$ cat config.mk
export PLATFORM = sky130hd
export DESIGN_NAME = cursor_list_sequence
export DESIGN_NICKNAME = d
export VERILOG_FILES = /design/src/design/csl_pkg.sv /design/src/design/cursor_list_sequence.sv /design/src/design/csl_ram.sv /design/src/design/csl_alloc.sv
export VERILOG_INCLUDE_DIRS = /design/src /design/src/design
export SDC_FILE = /design/constraint.sdc
export NUM_CORES = 2
export LEC_CHECK = 0
export BUFFER_PORTS_ARGS = -buffer_cell sky130_fd_sc_hd__buf_2
export CORE_ASPECT_RATIO = 1.1
export CORE_MARGIN = 5
export CORE_UTILIZATION = 45
export DETAILED_ROUTE_END_ITERATION = 12
export GPL_TIMING_DRIVEN = 0
export PLACE_DENSITY = 0.68
export SYNTH_ARGS = -nofsm -noshare
export SYNTH_HDL_FRONTEND = slang
export SYNTH_SLANG_ARGS = --single-unit
$ cat constraint.sdc
create_clock -name clock -period 7.15 [get_ports clock]
set_clock_uncertainty 0.1 [all_clocks]
set_input_delay 1.43 -clock clock [delete_from_list [all_inputs] [get_ports clock]]
set_output_delay 1.43 -clock clock [all_outputs]
set_load 0.05 [all_outputs]
$ cat src/design/cursor_list_sequence_assert.svh
// Assertion macros shared by the cursor list sequence modules
`ifndef CURSOR_LIST_SEQUENCE_ASSERT_SVH
`define CURSOR_LIST_SEQUENCE_ASSERT_SVH

// condition holds at every clock edge out of reset
`define CLS_ASSERT_HOLDS(label, cond, msg) \
   label: assert property (@(posedge clock) disable iff (reset) (cond)) else $error(msg);

// antecedent implies consequent in the same cycle
`define CLS_ASSERT_IMPLIES(label, ante, cons, msg) \
   label: assert property (@(posedge clock) disable iff (reset) (ante) |-> (cons)) \
      else $error(msg);

// antecedent implies consequent a fixed number of cycles later
`define CLS_ASSERT_AFTER(label, ante, cycles, cons, msg) \
   label: assert property (@(posedge clock) disable iff (reset) \
      (ante) |-> ##cycles (cons)) else $error(msg);

`endif

$ cat src/design/csl_pkg.sv
// Package: constants, codes, types and helpers for the cursor list sequence
`timescale 1ns / 1ps

package csl_pkg;

   localparam int CAPACITY = 64;
   localparam int IDX_W    = (CAPACITY > 1) ? $clog2(CAPACITY) : 1;
   localparam int PTR_W    = $clog2(CAPACITY + 1);
   localparam int WORD_W   = 32;
   localparam int COUNT_W  = 7;

   localparam logic [PTR_W-1:0] NIL = PTR_W'(CAPACITY);

   localparam logic [2:0] REQ_RESTART = 3'd0;
   localparam logic [2:0] REQ_ADVANCE = 3'd1;
   localparam logic [2:0] REQ_INSERT  = 3'd2;
   localparam logic [2:0] REQ_ATTACH  = 3'd3;
   localparam logic [2:0] REQ_REMOVE  = 3'd4;

   localparam logic [1:0] ST_OK         = 2'd0;
   localparam logic [1:0] ST_NO_CURRENT = 2'd1;
   localparam logic [1:0] ST_POOL_FULL  = 2'd2;

   typedef logic [PTR_W-1:0] ptr_type;

   typedef struct packed {
      logic    take;
      logic    give;
      ptr_type node;
      ptr_type free_link;
   } alloc_cmd_type;

   typedef struct packed {
      logic    full;
      ptr_type node;
   } alloc_grant_type;

   function automatic logic ptr_live(input ptr_type p);
      return p < NIL;
   endfunction

endpackage

$ cat src/design/cursor_list_sequence.sv
// Top level: request sequencer, list pointers and node memories
`timescale 1ns / 1ps
`include "cursor_list_sequence_assert.svh"

// An item is taken when start is high and busy low. Its result appears on the
// rsp_ ports for one cycle, marked by rsp_strobe, after the states RDA, RDB,
// UPD, WR2 and RDW, and must be taken then. busy is low in the strobe cycle,
// so a new item can be taken there, but not before the last one is through.
// The state sequence comes from the next-link memory with one read and one
// write port, which serves two link reads (free chain head, then cursor) and
// up to two link writes per item, followed by one read of the word memory at
// the new cursor. No clearing pass after reset.

module cursor_list_sequence import csl_pkg::*; (
   input  logic              clock,
   input  logic              reset,
   input  logic              start,
   output logic              busy,
   input  logic [2:0]        req_type,
   input  logic [WORD_W-1:0] req_entry_value,
   output logic              rsp_strobe,
   output logic [WORD_W-1:0] rsp_current_value,
   output logic              rsp_has_current,
   output logic [COUNT_W-1:0] rsp_item_count,
   output logic [1:0]        rsp_status
);

   localparam logic [2:0] S_IDLE = 3'd0;
   localparam logic [2:0] S_RDA  = 3'd1;
   localparam logic [2:0] S_RDB  = 3'd2;
   localparam logic [2:0] S_UPD  = 3'd3;
   localparam logic [2:0] S_WR2  = 3'd4;
   localparam logic [2:0] S_RDW  = 3'd5;
   localparam logic [2:0] S_OUT  = 3'd6;

   logic [2:0]        state_ff, state_in;
   logic [2:0]        op_ff;
   logic [WORD_W-1:0] word_ff;
   ptr_type           first_ff, first_in;
   ptr_type           last_ff, last_in;
   ptr_type           cur_ff, cur_in;
   ptr_type           before_ff, before_in;
   logic [1:0]        status_ff, status_in;
   ptr_type           free_link_ff;
   logic              w2_en_ff, w2_en_in;
   ptr_type           w2_addr_ff, w2_addr_in;
   ptr_type           w2_data_ff, w2_data_in;

   logic              w1_en;
   ptr_type           w1_addr, w1_data;
   logic              word_we;
   logic              take, give;
   logic              accept, upd;

   ptr_type           next_rd;
   ptr_type           cur_link;
   logic              nx_wr_en;
   ptr_type           nx_wr_addr, nx_wr_data;
   logic [WORD_W-1:0] word_rd;

   ptr_type           free_head, count;
   alloc_cmd_type     acmd;
   alloc_grant_type   grant;
   ptr_type           n;

   assign busy   = !(state_ff == S_IDLE || state_ff == S_OUT);
   assign accept = start && !busy;
   assign upd    = (state_ff == S_UPD);
   assign n      = grant.node;

   assign cur_link = (ptr_live(cur_ff) && ptr_live(next_rd)) ? next_rd : NIL;

   always_comb begin
      state_in = state_ff;
      case (state_ff)
         S_IDLE, S_OUT: state_in = accept ? S_RDA : S_IDLE;
         S_RDA:         state_in = S_RDB;
         S_RDB:         state_in = S_UPD;
         S_UPD:         state_in = S_WR2;
         S_WR2:         state_in = S_RDW;
         S_RDW:         state_in = S_OUT;
         default:       state_in = S_IDLE;
      endcase
   end

   always_comb begin
      first_in   = first_ff;
      last_in    = last_ff;
      cur_in     = cur_ff;
      before_in  = before_ff;
      status_in  = ST_OK;
      w1_en      = 1'b0;
      w1_addr    = n;
      w1_data    = NIL;
      w2_en_in   = 1'b0;
      w2_addr_in = before_ff;
      w2_data_in = n;
      word_we    = 1'b0;
      take       = 1'b0;
      give       = 1'b0;
      case (op_ff)
         REQ_RESTART: begin
            before_in = NIL;
            cur_in    = first_ff;
         end
         REQ_ADVANCE: begin
            if (ptr_live(cur_ff)) begin
               before_in = cur_ff;
               cur_in    = cur_link;
            end else begin
               status_in = ST_NO_CURRENT;
            end
         end
         REQ_INSERT: begin
            if (grant.full) begin
               status_in = ST_POOL_FULL;
            end else begin
               take    = 1'b1;
               word_we = 1'b1;
               w1_en   = 1'b1;
               cur_in  = n;
               if (ptr_live(cur_ff) && ptr_live(before_ff)) begin
                  w1_data    = cur_ff;
                  w2_en_in   = 1'b1;
                  w2_addr_in = before_ff;
               end else begin
                  w1_data = first_ff;
                  if (!ptr_live(first_ff)) begin
                     last_in = n;
                  end
                  first_in  = n;
                  before_in = NIL;
               end
            end
         end
         REQ_ATTACH: begin
            if (grant.full) begin
               status_in = ST_POOL_FULL;
            end else begin
               take    = 1'b1;
               word_we = 1'b1;
               w1_en   = 1'b1;
               cur_in  = n;
               if (ptr_live(cur_ff)) begin
                  w1_data    = cur_link;
                  w2_en_in   = 1'b1;
                  w2_addr_in = cur_ff;
                  if (last_ff == cur_ff) begin
                     last_in = n;
                  end
                  before_in = cur_ff;
               end else if (!ptr_live(first_ff)) begin
                  first_in  = n;
                  last_in   = n;
                  before_in = NIL;
               end else begin
                  if (ptr_live(last_ff)) begin
                     w2_en_in   = 1'b1;
                     w2_addr_in = last_ff;
                  end
                  before_in = last_ff;
                  last_in   = n;
               end
            end
         end
         REQ_REMOVE: begin
            if (ptr_live(cur_ff)) begin
               give    = 1'b1;
               w1_en   = 1'b1;
               w1_addr = cur_ff;
               w1_data = free_head;
               if (first_ff == last_ff) begin
                  first_in  = NIL;
                  last_in   = NIL;
                  cur_in    = NIL;
                  before_in = NIL;
               end else if (cur_ff == first_ff || !ptr_live(before_ff)) begin
                  first_in  = cur_link;
                  cur_in    = cur_link;
                  before_in = NIL;
               end else if (cur_ff == last_ff) begin
                  w2_en_in   = 1'b1;
                  w2_addr_in = before_ff;
                  w2_data_in = NIL;
                  last_in    = before_ff;
                  cur_in     = NIL;
               end else begin
                  w2_en_in   = 1'b1;
                  w2_addr_in = before_ff;
                  w2_data_in = cur_link;
                  cur_in     = cur_link;
               end
            end
         end
         default: begin
         end
      endcase
   end

   always_ff @(posedge clock) begin
      if (reset) begin
         state_ff  <= S_IDLE;
         first_ff  <= NIL;
         last_ff   <= NIL;
         cur_ff    <= NIL;
         before_ff <= NIL;
         w2_en_ff  <= 1'b0;
      end else begin
         state_ff <= state_in;
         if (upd) begin
            first_ff  <= first_in;
            last_ff   <= last_in;
            cur_ff    <= cur_in;
            before_ff <= before_in;
            w2_en_ff  <= w2_en_in;
         end
      end
   end

   always_ff @(posedge clock) begin
      if (accept) begin
         op_ff   <= req_type;
         word_ff <= req_entry_value;
      end
      if (state_ff == S_RDB) begin
         free_link_ff <= next_rd;
      end
      if (upd) begin
         status_ff  <= status_in;
         w2_addr_ff <= w2_addr_in;
         w2_data_ff <= w2_data_in;
      end
   end

   assign acmd.take      = upd && take;
   assign acmd.give      = upd && give;
   assign acmd.node      = cur_ff;
   assign acmd.free_link = free_link_ff;

   csl_alloc u_alloc (
      .clock     (clock),
      .reset     (reset),
      .cmd       (acmd),
      .free_head (free_head),
      .grant     (grant),
      .count     (count)
   );

   assign nx_wr_en   = (upd && w1_en) || (state_ff == S_WR2 && w2_en_ff);
   assign nx_wr_addr = upd ? w1_addr : w2_addr_ff;
   assign nx_wr_data = upd ? w1_data : w2_data_ff;

   csl_ram #(
      .WIDTH (PTR_W),
      .DEPTH (CAPACITY),
      .ADDR_W(IDX_W)
   ) u_next_ram (
      .clock  (clock),
      .wr_en  (nx_wr_en),
      .wr_addr(nx_wr_addr[IDX_W-1:0]),
      .wr_data(nx_wr_data),
      .rd_en  (state_ff == S_RDA || state_ff == S_RDB),
      .rd_addr(state_ff == S_RDA ? free_head[IDX_W-1:0] : cur_ff[IDX_W-1:0]),
      .rd_data(next_rd)
   );

   csl_ram #(
      .WIDTH (WORD_W),
      .DEPTH (CAPACITY),
      .ADDR_W(IDX_W)
   ) u_word_ram (
      .clock  (clock),
      .wr_en  (upd && word_we),
      .wr_addr(n[IDX_W-1:0]),
      .wr_data(word_ff),
      .rd_en  (state_ff == S_RDW),
      .rd_addr(cur_ff[IDX_W-1:0]),
      .rd_data(word_rd)
   );

   assign rsp_strobe        = (state_ff == S_OUT);
   assign rsp_has_current   = ptr_live(cur_ff);
   assign rsp_current_value = ptr_live(cur_ff) ? word_rd : '0;
   assign rsp_item_count    = COUNT_W'(count);
   assign rsp_status        = status_ff;

   `CLS_ASSERT_IMPLIES(a_busy_fall, $fell(busy), rsp_strobe, "busy dropped without a result")
   `CLS_ASSERT_AFTER(a_latency, accept, 6, rsp_strobe, "result not delivered after six cycles")
   `CLS_ASSERT_IMPLIES(a_empty_cursor, !ptr_live(first_ff), !ptr_live(cur_ff) && !ptr_live(last_ff),
      "cursor or tail live on empty list")

endmodule

$ cat src/design/csl_ram.sv
// Generic single write port, single read port RAM with registered read data
`timescale 1ns / 1ps

module csl_ram #(
   parameter int WIDTH  = 32,
   parameter int DEPTH  = 64,
   parameter int ADDR_W = (DEPTH > 1) ? $clog2(DEPTH) : 1
) (
   input  logic              clock,
   input  logic              wr_en,
   input  logic [ADDR_W-1:0] wr_addr,
   input  logic [WIDTH-1:0]  wr_data,
   input  logic              rd_en,
   input  logic [ADDR_W-1:0] rd_addr,
   output logic [WIDTH-1:0]  rd_data
);

   logic [WIDTH-1:0] mem [DEPTH];
   logic [WIDTH-1:0] rd_data_ff;

   always_ff @(posedge clock) begin
      if (wr_en) begin
         mem[wr_addr] <= wr_data;
      end
   end

   always_ff @(posedge clock) begin
      if (rd_en) begin
         rd_data_ff <= mem[rd_addr];
      end
   end

   assign rd_data = rd_data_ff;

endmodule

$ cat src/design/csl_alloc.sv
// Node allocator: free chain head, never-used mark and item count
`timescale 1ns / 1ps
`include "cursor_list_sequence_assert.svh"

module csl_alloc import csl_pkg::*; (
   input  logic            clock,
   input  logic            reset,
   input  alloc_cmd_type   cmd,
   output ptr_type         free_head,
   output alloc_grant_type grant,
   output ptr_type         count
);

   ptr_type free_head_ff, free_head_in;
   ptr_type never_used_ff, never_used_in;
   ptr_type count_ff, count_in;

   always_comb begin
      grant.full = !ptr_live(free_head_ff) && (never_used_ff >= NIL);
      grant.node = ptr_live(free_head_ff) ? free_head_ff : never_used_ff;
   end

   always_comb begin
      free_head_in  = free_head_ff;
      never_used_in = never_used_ff;
      count_in      = count_ff;
      if (cmd.take) begin
         if (ptr_live(free_head_ff)) begin
            free_head_in = ptr_live(cmd.free_link) ? cmd.free_link : NIL;
         end else begin
            never_used_in = never_used_ff + PTR_W'(1);
         end
         count_in = count_ff + PTR_W'(1);
      end else if (cmd.give) begin
         free_head_in = cmd.node;
         if (count_ff != '0) begin
            count_in = count_ff - PTR_W'(1);
         end
      end
   end

   always_ff @(posedge clock) begin
      if (reset) begin
         free_head_ff  <= NIL;
         never_used_ff <= '0;
         count_ff      <= '0;
      end else begin
         free_head_ff  <= free_head_in;
         never_used_ff <= never_used_in;
         count_ff      <= count_in;
      end
   end

   assign free_head = free_head_ff;
   assign count     = count_ff;

   `CLS_ASSERT_HOLDS(a_count_range, count_ff <= NIL, "item count above capacity")
   `CLS_ASSERT_HOLDS(a_mark_range, never_used_ff <= NIL, "never-used mark above capacity")
   `CLS_ASSERT_IMPLIES(a_take_not_full, cmd.take, !grant.full && !cmd.give, "take from full pool")

endmodule

Word-level counts from Yosys, hierarchy flattened --
Memory sizes are Yosys's and may differ from the RTL's. A register that Yosys moved wholly into a read port is not among the register bits. Index checks and enable logic that the tools add are counted.
Storage, ports and cells: bits in registers 110, output and inout port bits 44, input bits 38, RAM bits 2496, logic and storage cells 179, memories kept 2
Memory list:
- u_word_ram.mem | depth 64, bits a word 32, rd ports 1, clocked after memory_dff 1, write ports 1, line csl_ram.sv:18 | logic [WIDTH-1:0] mem [DEPTH];
- u_next_ram.mem | depth 64, bits a word 7, rd ports 1, clocked after memory_dff 1, write ports 1, line csl_ram.sv:18
Cells by class: order comparisons 8, $add $sub $neg 3, mux-type cells 90, bitwise gates (word level) 1, reductions and logical operators 32, eq/ne operators 28
Operators by type and width (number):
- $mux 7 | 51
- $pmux 7 s3 | 3
- $mux 6 | 9
- $lt 7x7->1 const B | 7
- $pmux 7 s5 | 1
- $mux 32 | 1
- $eq 7x7->1 | 4
- $pmux 7 s4 | 1
- $ne 2x2->1 const B | 10
- $mux 1 | 19
- $pmux 3 s6 | 1
- $add 7x1->7 const B | 2
- $eq 3x2->1 const B | 4
- $eq 3x3->1 const B | 4
- $ne 3x3->1 const B | 4
- $reduce_and 10->1 | 1
- $reduce_and 9->1 | 1
- $logic_and 1x1->1 | 8
- $reduce_and 8->1 | 1
- $ge 7x7->1 const B | 1
- $reduce_bool 7->1 | 1
- $sub 7x1->7 const B | 1
- $eq 3x1->1 const B | 2
- $logic_not 3->1 | 2
- other kinds (14) | 23

Logic depth before layout (Yosys ltp) --
depth after elaboration 9, gate-level depth with buffers 12, depth with buffers taken out 10

Cells and area by module --
A second synthesis with hierarchy kept.
Second synthesis, totals: cell total of the unflattened synthesis 4809, area, all modules 102838.6 µm²
By module, submodules not included:
- csl_ram (u_word_ram) | times used 1, cells each 3324, area an instance 78835.6 µm², sequential area each 62459.9 µm²
- csl_ram (u_next_ram) | times used 1, cells each 837, area an instance 17743.3 µm², sequential area each 13663.1 µm²
- cursor_list_sequence | times used 1, cells each 509, area an instance 5016.1 µm², sequential area each 2352.3 µm²
- csl_alloc | times used 1, cells each 139, area an instance 1243.7 µm², sequential area each 420.4 µm²

Least setup slack after synthesis --
Ideal clock, no wire load.
kind register -> register, start point reg cur_ff[1], end point mem u_next_ram.mem[0][1] in the netlist's numbering (data pin), stages on the path, launching flop included 10, required time 6.348 ns, arrival 4.273 ns, path buffers 5, period minus slack after synthesis 5.075 ns, library setup time 0.702 ns, path slack 2.075 ns, path through dfxtp_1 buf_2 buf_4 buf_2 buf_2 clkbuf_1 nand2_1 nand3_1 a32oi_1 o21ai_0
On the way: cells in the longest elaborated chain, start to end 7, elaborated cells on any way between the ends 11, classes of those cells order compare (1); mux (8); reduce/logical (2)
RTL lines:
- start: declaration | line cursor_list_sequence.sv:41 | ptr_type cur_ff, cur_in;
- start signal: assignment | line cursor_list_sequence.sv:213 | cur_ff <= cur_in;
- $lt 7x7->1 | line csl_pkg.sv:39 | return p < NIL;
- $logic_and 1x1->1 | line cursor_list_sequence.sv:71 | assign cur_link = (ptr_live(cur_ff) && ptr_live(next_rd)) ? next_rd : NIL;
- $mux 7 | line cursor_list_sequence.sv:71
- $mux 7 | line cursor_list_sequence.sv:144 | if (ptr_live(cur_ff)) begin
- $mux 7 | line cursor_list_sequence.sv:137 | if (grant.full) begin
- $pmux 7 s3 * | line cursor_list_sequence.sv:101 | case (op_ff)
- $mux 7 * | line cursor_list_sequence.sv:251 | assign nx_wr_data = upd ? w1_data : w2_data_ff;
- net nx_wr_data[1] | line cursor_list_sequence.sv:58 | ptr_type nx_wr_addr, nx_wr_data;
- end: declaration | line csl_ram.sv:18
The timed path passes the listed nets; every way through them passes the cells marked *.

Worst setup path in the final report --
start point reg cur_ff[6], end point out rsp_current_value[2]
On the way: cells in the longest elaborated chain, start to end 2
RTL lines:
- $lt 7x7->1 | line csl_pkg.sv:39
- $mux 32 | line cursor_list_sequence.sv:283 | assign rsp_current_value = ptr_live(cur_ff) ? word_rd : '0;
- end: declaration | line cursor_list_sequence.sv:22 | output logic [WORD_W-1:0] rsp_current_value,
Every way passes these cells.

==> impl_metrics.py <==
metrics = {
    "clocking": {
        "cts_hold_buffers": 0,
        "clockRootBuffer": "clkbuf_16",
        "clk_path_buf_depth": 4,
        "clk_latency_ns": 0.94,
        "cts_tree": "done",
        "numCtsBuffers": 282,
        "ctsResizeCount": 0,
        "clk_transition_reported_paths_ns": 0.06,
        "post_cts_buffers": 0,
        "clock-sinks": 2645,
        "h-tree-depth": 5,
    },
    "floorplan": {
        "die_h_um": 513,
        "start_util_pct": 45.3,
        "ios": 82,
        "die_width_um": 468,
        "dieArea_um2": 240000,
        "rows": 184,
        "core_area_um2": 229000,
    },
    "timing": {
        "slew_headroom_pct": 0.111,
        "final-hold-violation-count": 0,
        "layout_min_cycle_time_ns": 6.15,
        "max_freq_mhz": 163,
        "setup_violations": 0,
        "worstMarginPinSlew_ns": 1.46,
        "post-route-period-util_pct": 86.0,
        "drv_slew": 0,
        "rsz0062_at_grt": "false",
    },
    "placed_design": {
        "port_buffers": 81,
        "dpl.hpwl_um": 191000,
        "gp_congestion": 0.920,
    },
    "hold_path": {
        "holdCritStartpoint": "w2_en_ff",
        "worstHoldPathType": "reg -> reg",
    },
    "critical_path": {
        "timing.rr.start": "cur_ff[1]",
        "required_ns": 5.62,
        "crit_path_max_fanout": 10,
        "worstSetupPathType": "reg -> out",
        "cpMostUsedCell": "clkbuf_1",
        "worstPathArrival_ns": 4.62,
        "startpoint": "cur_ff[6]",
        "slowest_stage": "clkbuf_1",
        "crit_path_end_kind": "primary output",
        "path_cells": "clkbuf_1 -> clkbuf_1 -> clkbuf_1 -> clkbuf_1 -> nor2b_1 -> buf_2",
        "cp-start-kind": "register",
        "max_stage_delay_ns": 1.13,
    },
    "yosys": {
        "ys_seq_elements": 2645,
        "synth.mux.area_fraction_pct": 14.8,
        "synth_xor_area_share_pct": 0.262,
        "syn_nets": 5024,
        "avgSynthCellArea_um2": 20.8,
        "synth_compound_area_share_pct": 3.81,
        "yosysUniqueCellTypes": 64,
        "ys_seq_area_share_pct": 76.1,
        "netlist_area_um2": 104000,
        "synth_top_family_by_area": "multiplexers",
        "synth_ff_type": "edfxtp_1",
        "async_reset_ff_share_pct": 0,
        "synth_fa_ha_area_share_pct": 0.126,
        "yosysWarnings": 0,
        "yosys.area_share.simple_pct": 3.54,
        "syn_inst": 4977,
        "synth_edf_count": 2592,
    },
    "detailed_routing": {
        "first_pass_iters": 6,
        "vias": 54966,
        "vias_per_cell": 6.28,
        "wl_um": 286000,
        "drc_errors": 0,
        "drt_iter0_markers": 7459,
        "antenna_left": 0,
        "routedWlPerCell_um": 32.7,
    },
    "power": {
        "ir_drop_uv": 282,
        "switching_share_pct": 20.1,
        "p_switching_mw": 6.41,
        "clockPowerShare_pct": 43.9,
        "power.total_mw": 32.0,
        "power_frac_seq_pct": 53.8,
        "combPwrFrac_pct": 2.4,
        "pwr_density_cell_nw_per_um2": 265,
        "p_leak_nw": 36.7,
        "intPower_mw": 25.5,
    },
    "grt": {
        "overflow": 0,
        "grt_pass1_vias": 54456,
        "antenna_found_initial": 11,
        "grt_max_degree": 40,
        "track_usage_pct": 23.6,
        "grt_pass1_wl_um": 405000,
    },
    "run_status": {
        "violations": "max-capacitance violations",
        "run_status": "finished with violations",
    },
    "final_layout": {
        "final_util_pct": 52.7,
        "syn_to_final_growth_pct": 16.4,
        "drive_above_1_share_pct": 26.3,
        "fin_nets": 5537,
    },
    "run": {
        "drv_cap": 1,
    },
}
## sequential cells by signal, summed over array words and instances, names as in the netlist
register	count
u_word_ram.mem	2048
u_alloc.never_used_ff	7
cur_ff	7
rsp_status	2
u_alloc.free_head	7
op_ff	3
w2_data_ff	7
u_next_ram.mem	448
u_next_ram.rd_data	7
first_ff	7
u_alloc.count	7
free_link_ff	7
before_ff	7
word_ff	32
w2_en_ff	1
state_ff	3
last_ff	7
w2_addr_ff	6
u_word_ram.rd_data	32
## metrics by stage
step	hold slack [ns]	cells	worst slack [ns]	cell area [um^2]	TNS (ns)
2_1_floorplan	0.326	4977	2.08	104000	0
3_3_place_gp	0.359	8127	-4.45	108000	-1384.20
3_5_place_dp	0.355	8275	2.00	112000	0
4_1_cts	0.363	8745	1.02	121000	0
5_1_grt	0.393	8751	0.972	121000	0
6_report	0.363	8758	0.998	121000	0
## layout make-up
| cell class | instances | area [um^2] |
|---|---|---|
| Sequential cell | 2645 | 78900 |
| Clock inverter | 145 | 1330 |
| Antenna cell | 13 | 32.5 |
| Multi-Input combinational cell | 2016 | 23900 |
| Timing Repair Buffer | 229 | 3880 |
| Inverter | 12 | 45.0 |
| Buffer | 304 | 1390 |
| Fill cell | 17411 | 108000 |
| Clock buffer | 325 | 7320 |
| Tap cell | 3069 | 3840 |
## placed cells by master, fill, tap and decap left out, types with 12 or more instances in the layout
| cell type | Yosys | routed |
|---|---|---|
| o21ai_1 | 16 | 15 |
| a211oi_1 | 25 | 25 |
| o21ai_0 | 141 | 135 |
| nand2_1 | 86 | 86 |
| mux2i_1 | 42 | 42 |
| buf_16 | 0 | 73 |
| nor3b_1 | 13 | 12 |
| xor2_1 | 17 | 17 |
| nor2b_1 | 282 | 282 |
| o22ai_1 | 18 | 18 |
| diode_2 | 0 | 13 |
| edfxtp_1 | 2592 | 2592 |
| nor3_1 | 12 | 12 |
| bufinv_16 | 0 | 24 |
| clkbuf_16 | 0 | 287 |
| nand4_1 | 31 | 31 |
| clkinv_1 | 1 | 53 |
| buf_2 | 102 | 184 |
| a221oi_1 | 224 | 224 |
| clkinv_2 | 0 | 48 |
| buf_4 | 23 | 23 |
| xnor2_1 | 14 | 14 |
| nor2_4 | 0 | 65 |
| mux4_2 | 656 | 656 |
| a21oi_1 | 76 | 76 |
| clkbuf_1 | 145 | 182 |
| nand3_1 | 13 | 13 |
| nor2_1 | 237 | 172 |
| buf_12 | 0 | 68 |
| dfxtp_1 | 53 | 53 |
| buf_1 | 30 | 29 |
## cells in the mapped netlist (all sizes together) (6+ instances only)
master / count / area (um^2)
mux2i: 43 / 434
nand2: 86 / 323
inv: 11 / 41.3
nor3b: 13 / 97.6
o22ai: 18 / 113
a32oi: 6 / 52.6
nand4: 31 / 194
a311oi: 6 / 52.6
a221oi: 224 / 1960
buf: 159 / 841
xnor2: 14 / 123
nor4: 14 / 113
mux4: 656 / 14800
clkbuf: 145 / 544
nor2: 237 / 890
dfxtp: 53 / 1060
o21ai: 157 / 786
o21a: 6 / 45.0
mux2: 8 / 90.1
edfxtp: 2592 / 77800
nand3: 13 / 65.1
a211oi: 25 / 188
xor2: 17 / 149
a32o: 6 / 60.1
a21oi: 76 / 380
ha: 8 / 100
nor3: 12 / 60.1
nor2b: 282 / 1760
## final timing paths
| check | endpoint | slack [ns] | depth (start not counted) |
|---|---|---|---|
| worst min-delay path | w2_en_ff | 0.36 | 2 |
| worst min register to register | w2_en_ff | 0.36 | 2 |
| worst max register to register | u_next_ram.rd_data[5] | 2.03 | 9 |
| worst max-delay path | rsp_current_value[2] | 1.0 | 6 |
## worst max-delay path: cells and delay by family, from the launching register on
family,cells,cell delay (ns)
buffers and inverters,5,2.88
DFF,1,0.31
and+or+nand+nor,1,0.49
## power groups by stage
stage	Combinational, mW	Clock [mW]	Sequential [mW]
2_1_floorplan	0.214	0	17.6
3_3_place_gp	0.363	0	17.7
3_5_place_dp	0.754	0	17.5
4_1_cts	0.754	14.1	17.2
5_1_grt	0.795	14.8	17.2
6_report	0.757	14.0	17.2
## kinds of logic after synthesis
group                    Yosys count
AO/OA/AOI/OAI                    558
XOR/XNOR                          31
buffers and inverters            316
adder cells (fa/ha/maj)           10
multiplexers                     707
flip-flops                      2645
AND/OR/NAND/NOR                  710
## routing by layer
layer / share of wire (%) / wire length [um] / vias to the layer above / track usage [%]
met4: 4.7 / 13500 / 2 / 9.66
met3: 9.0 / 25800 / 584 / 4.09
met2: 48 / 138000 / 3348 / 37.6
li1: - / - / 21946 / -
met5: 0.0045 / 13 / - / 0
met1: 38 / 109000 / 29086 / 32.6
(Power assumes the default switching activity.)
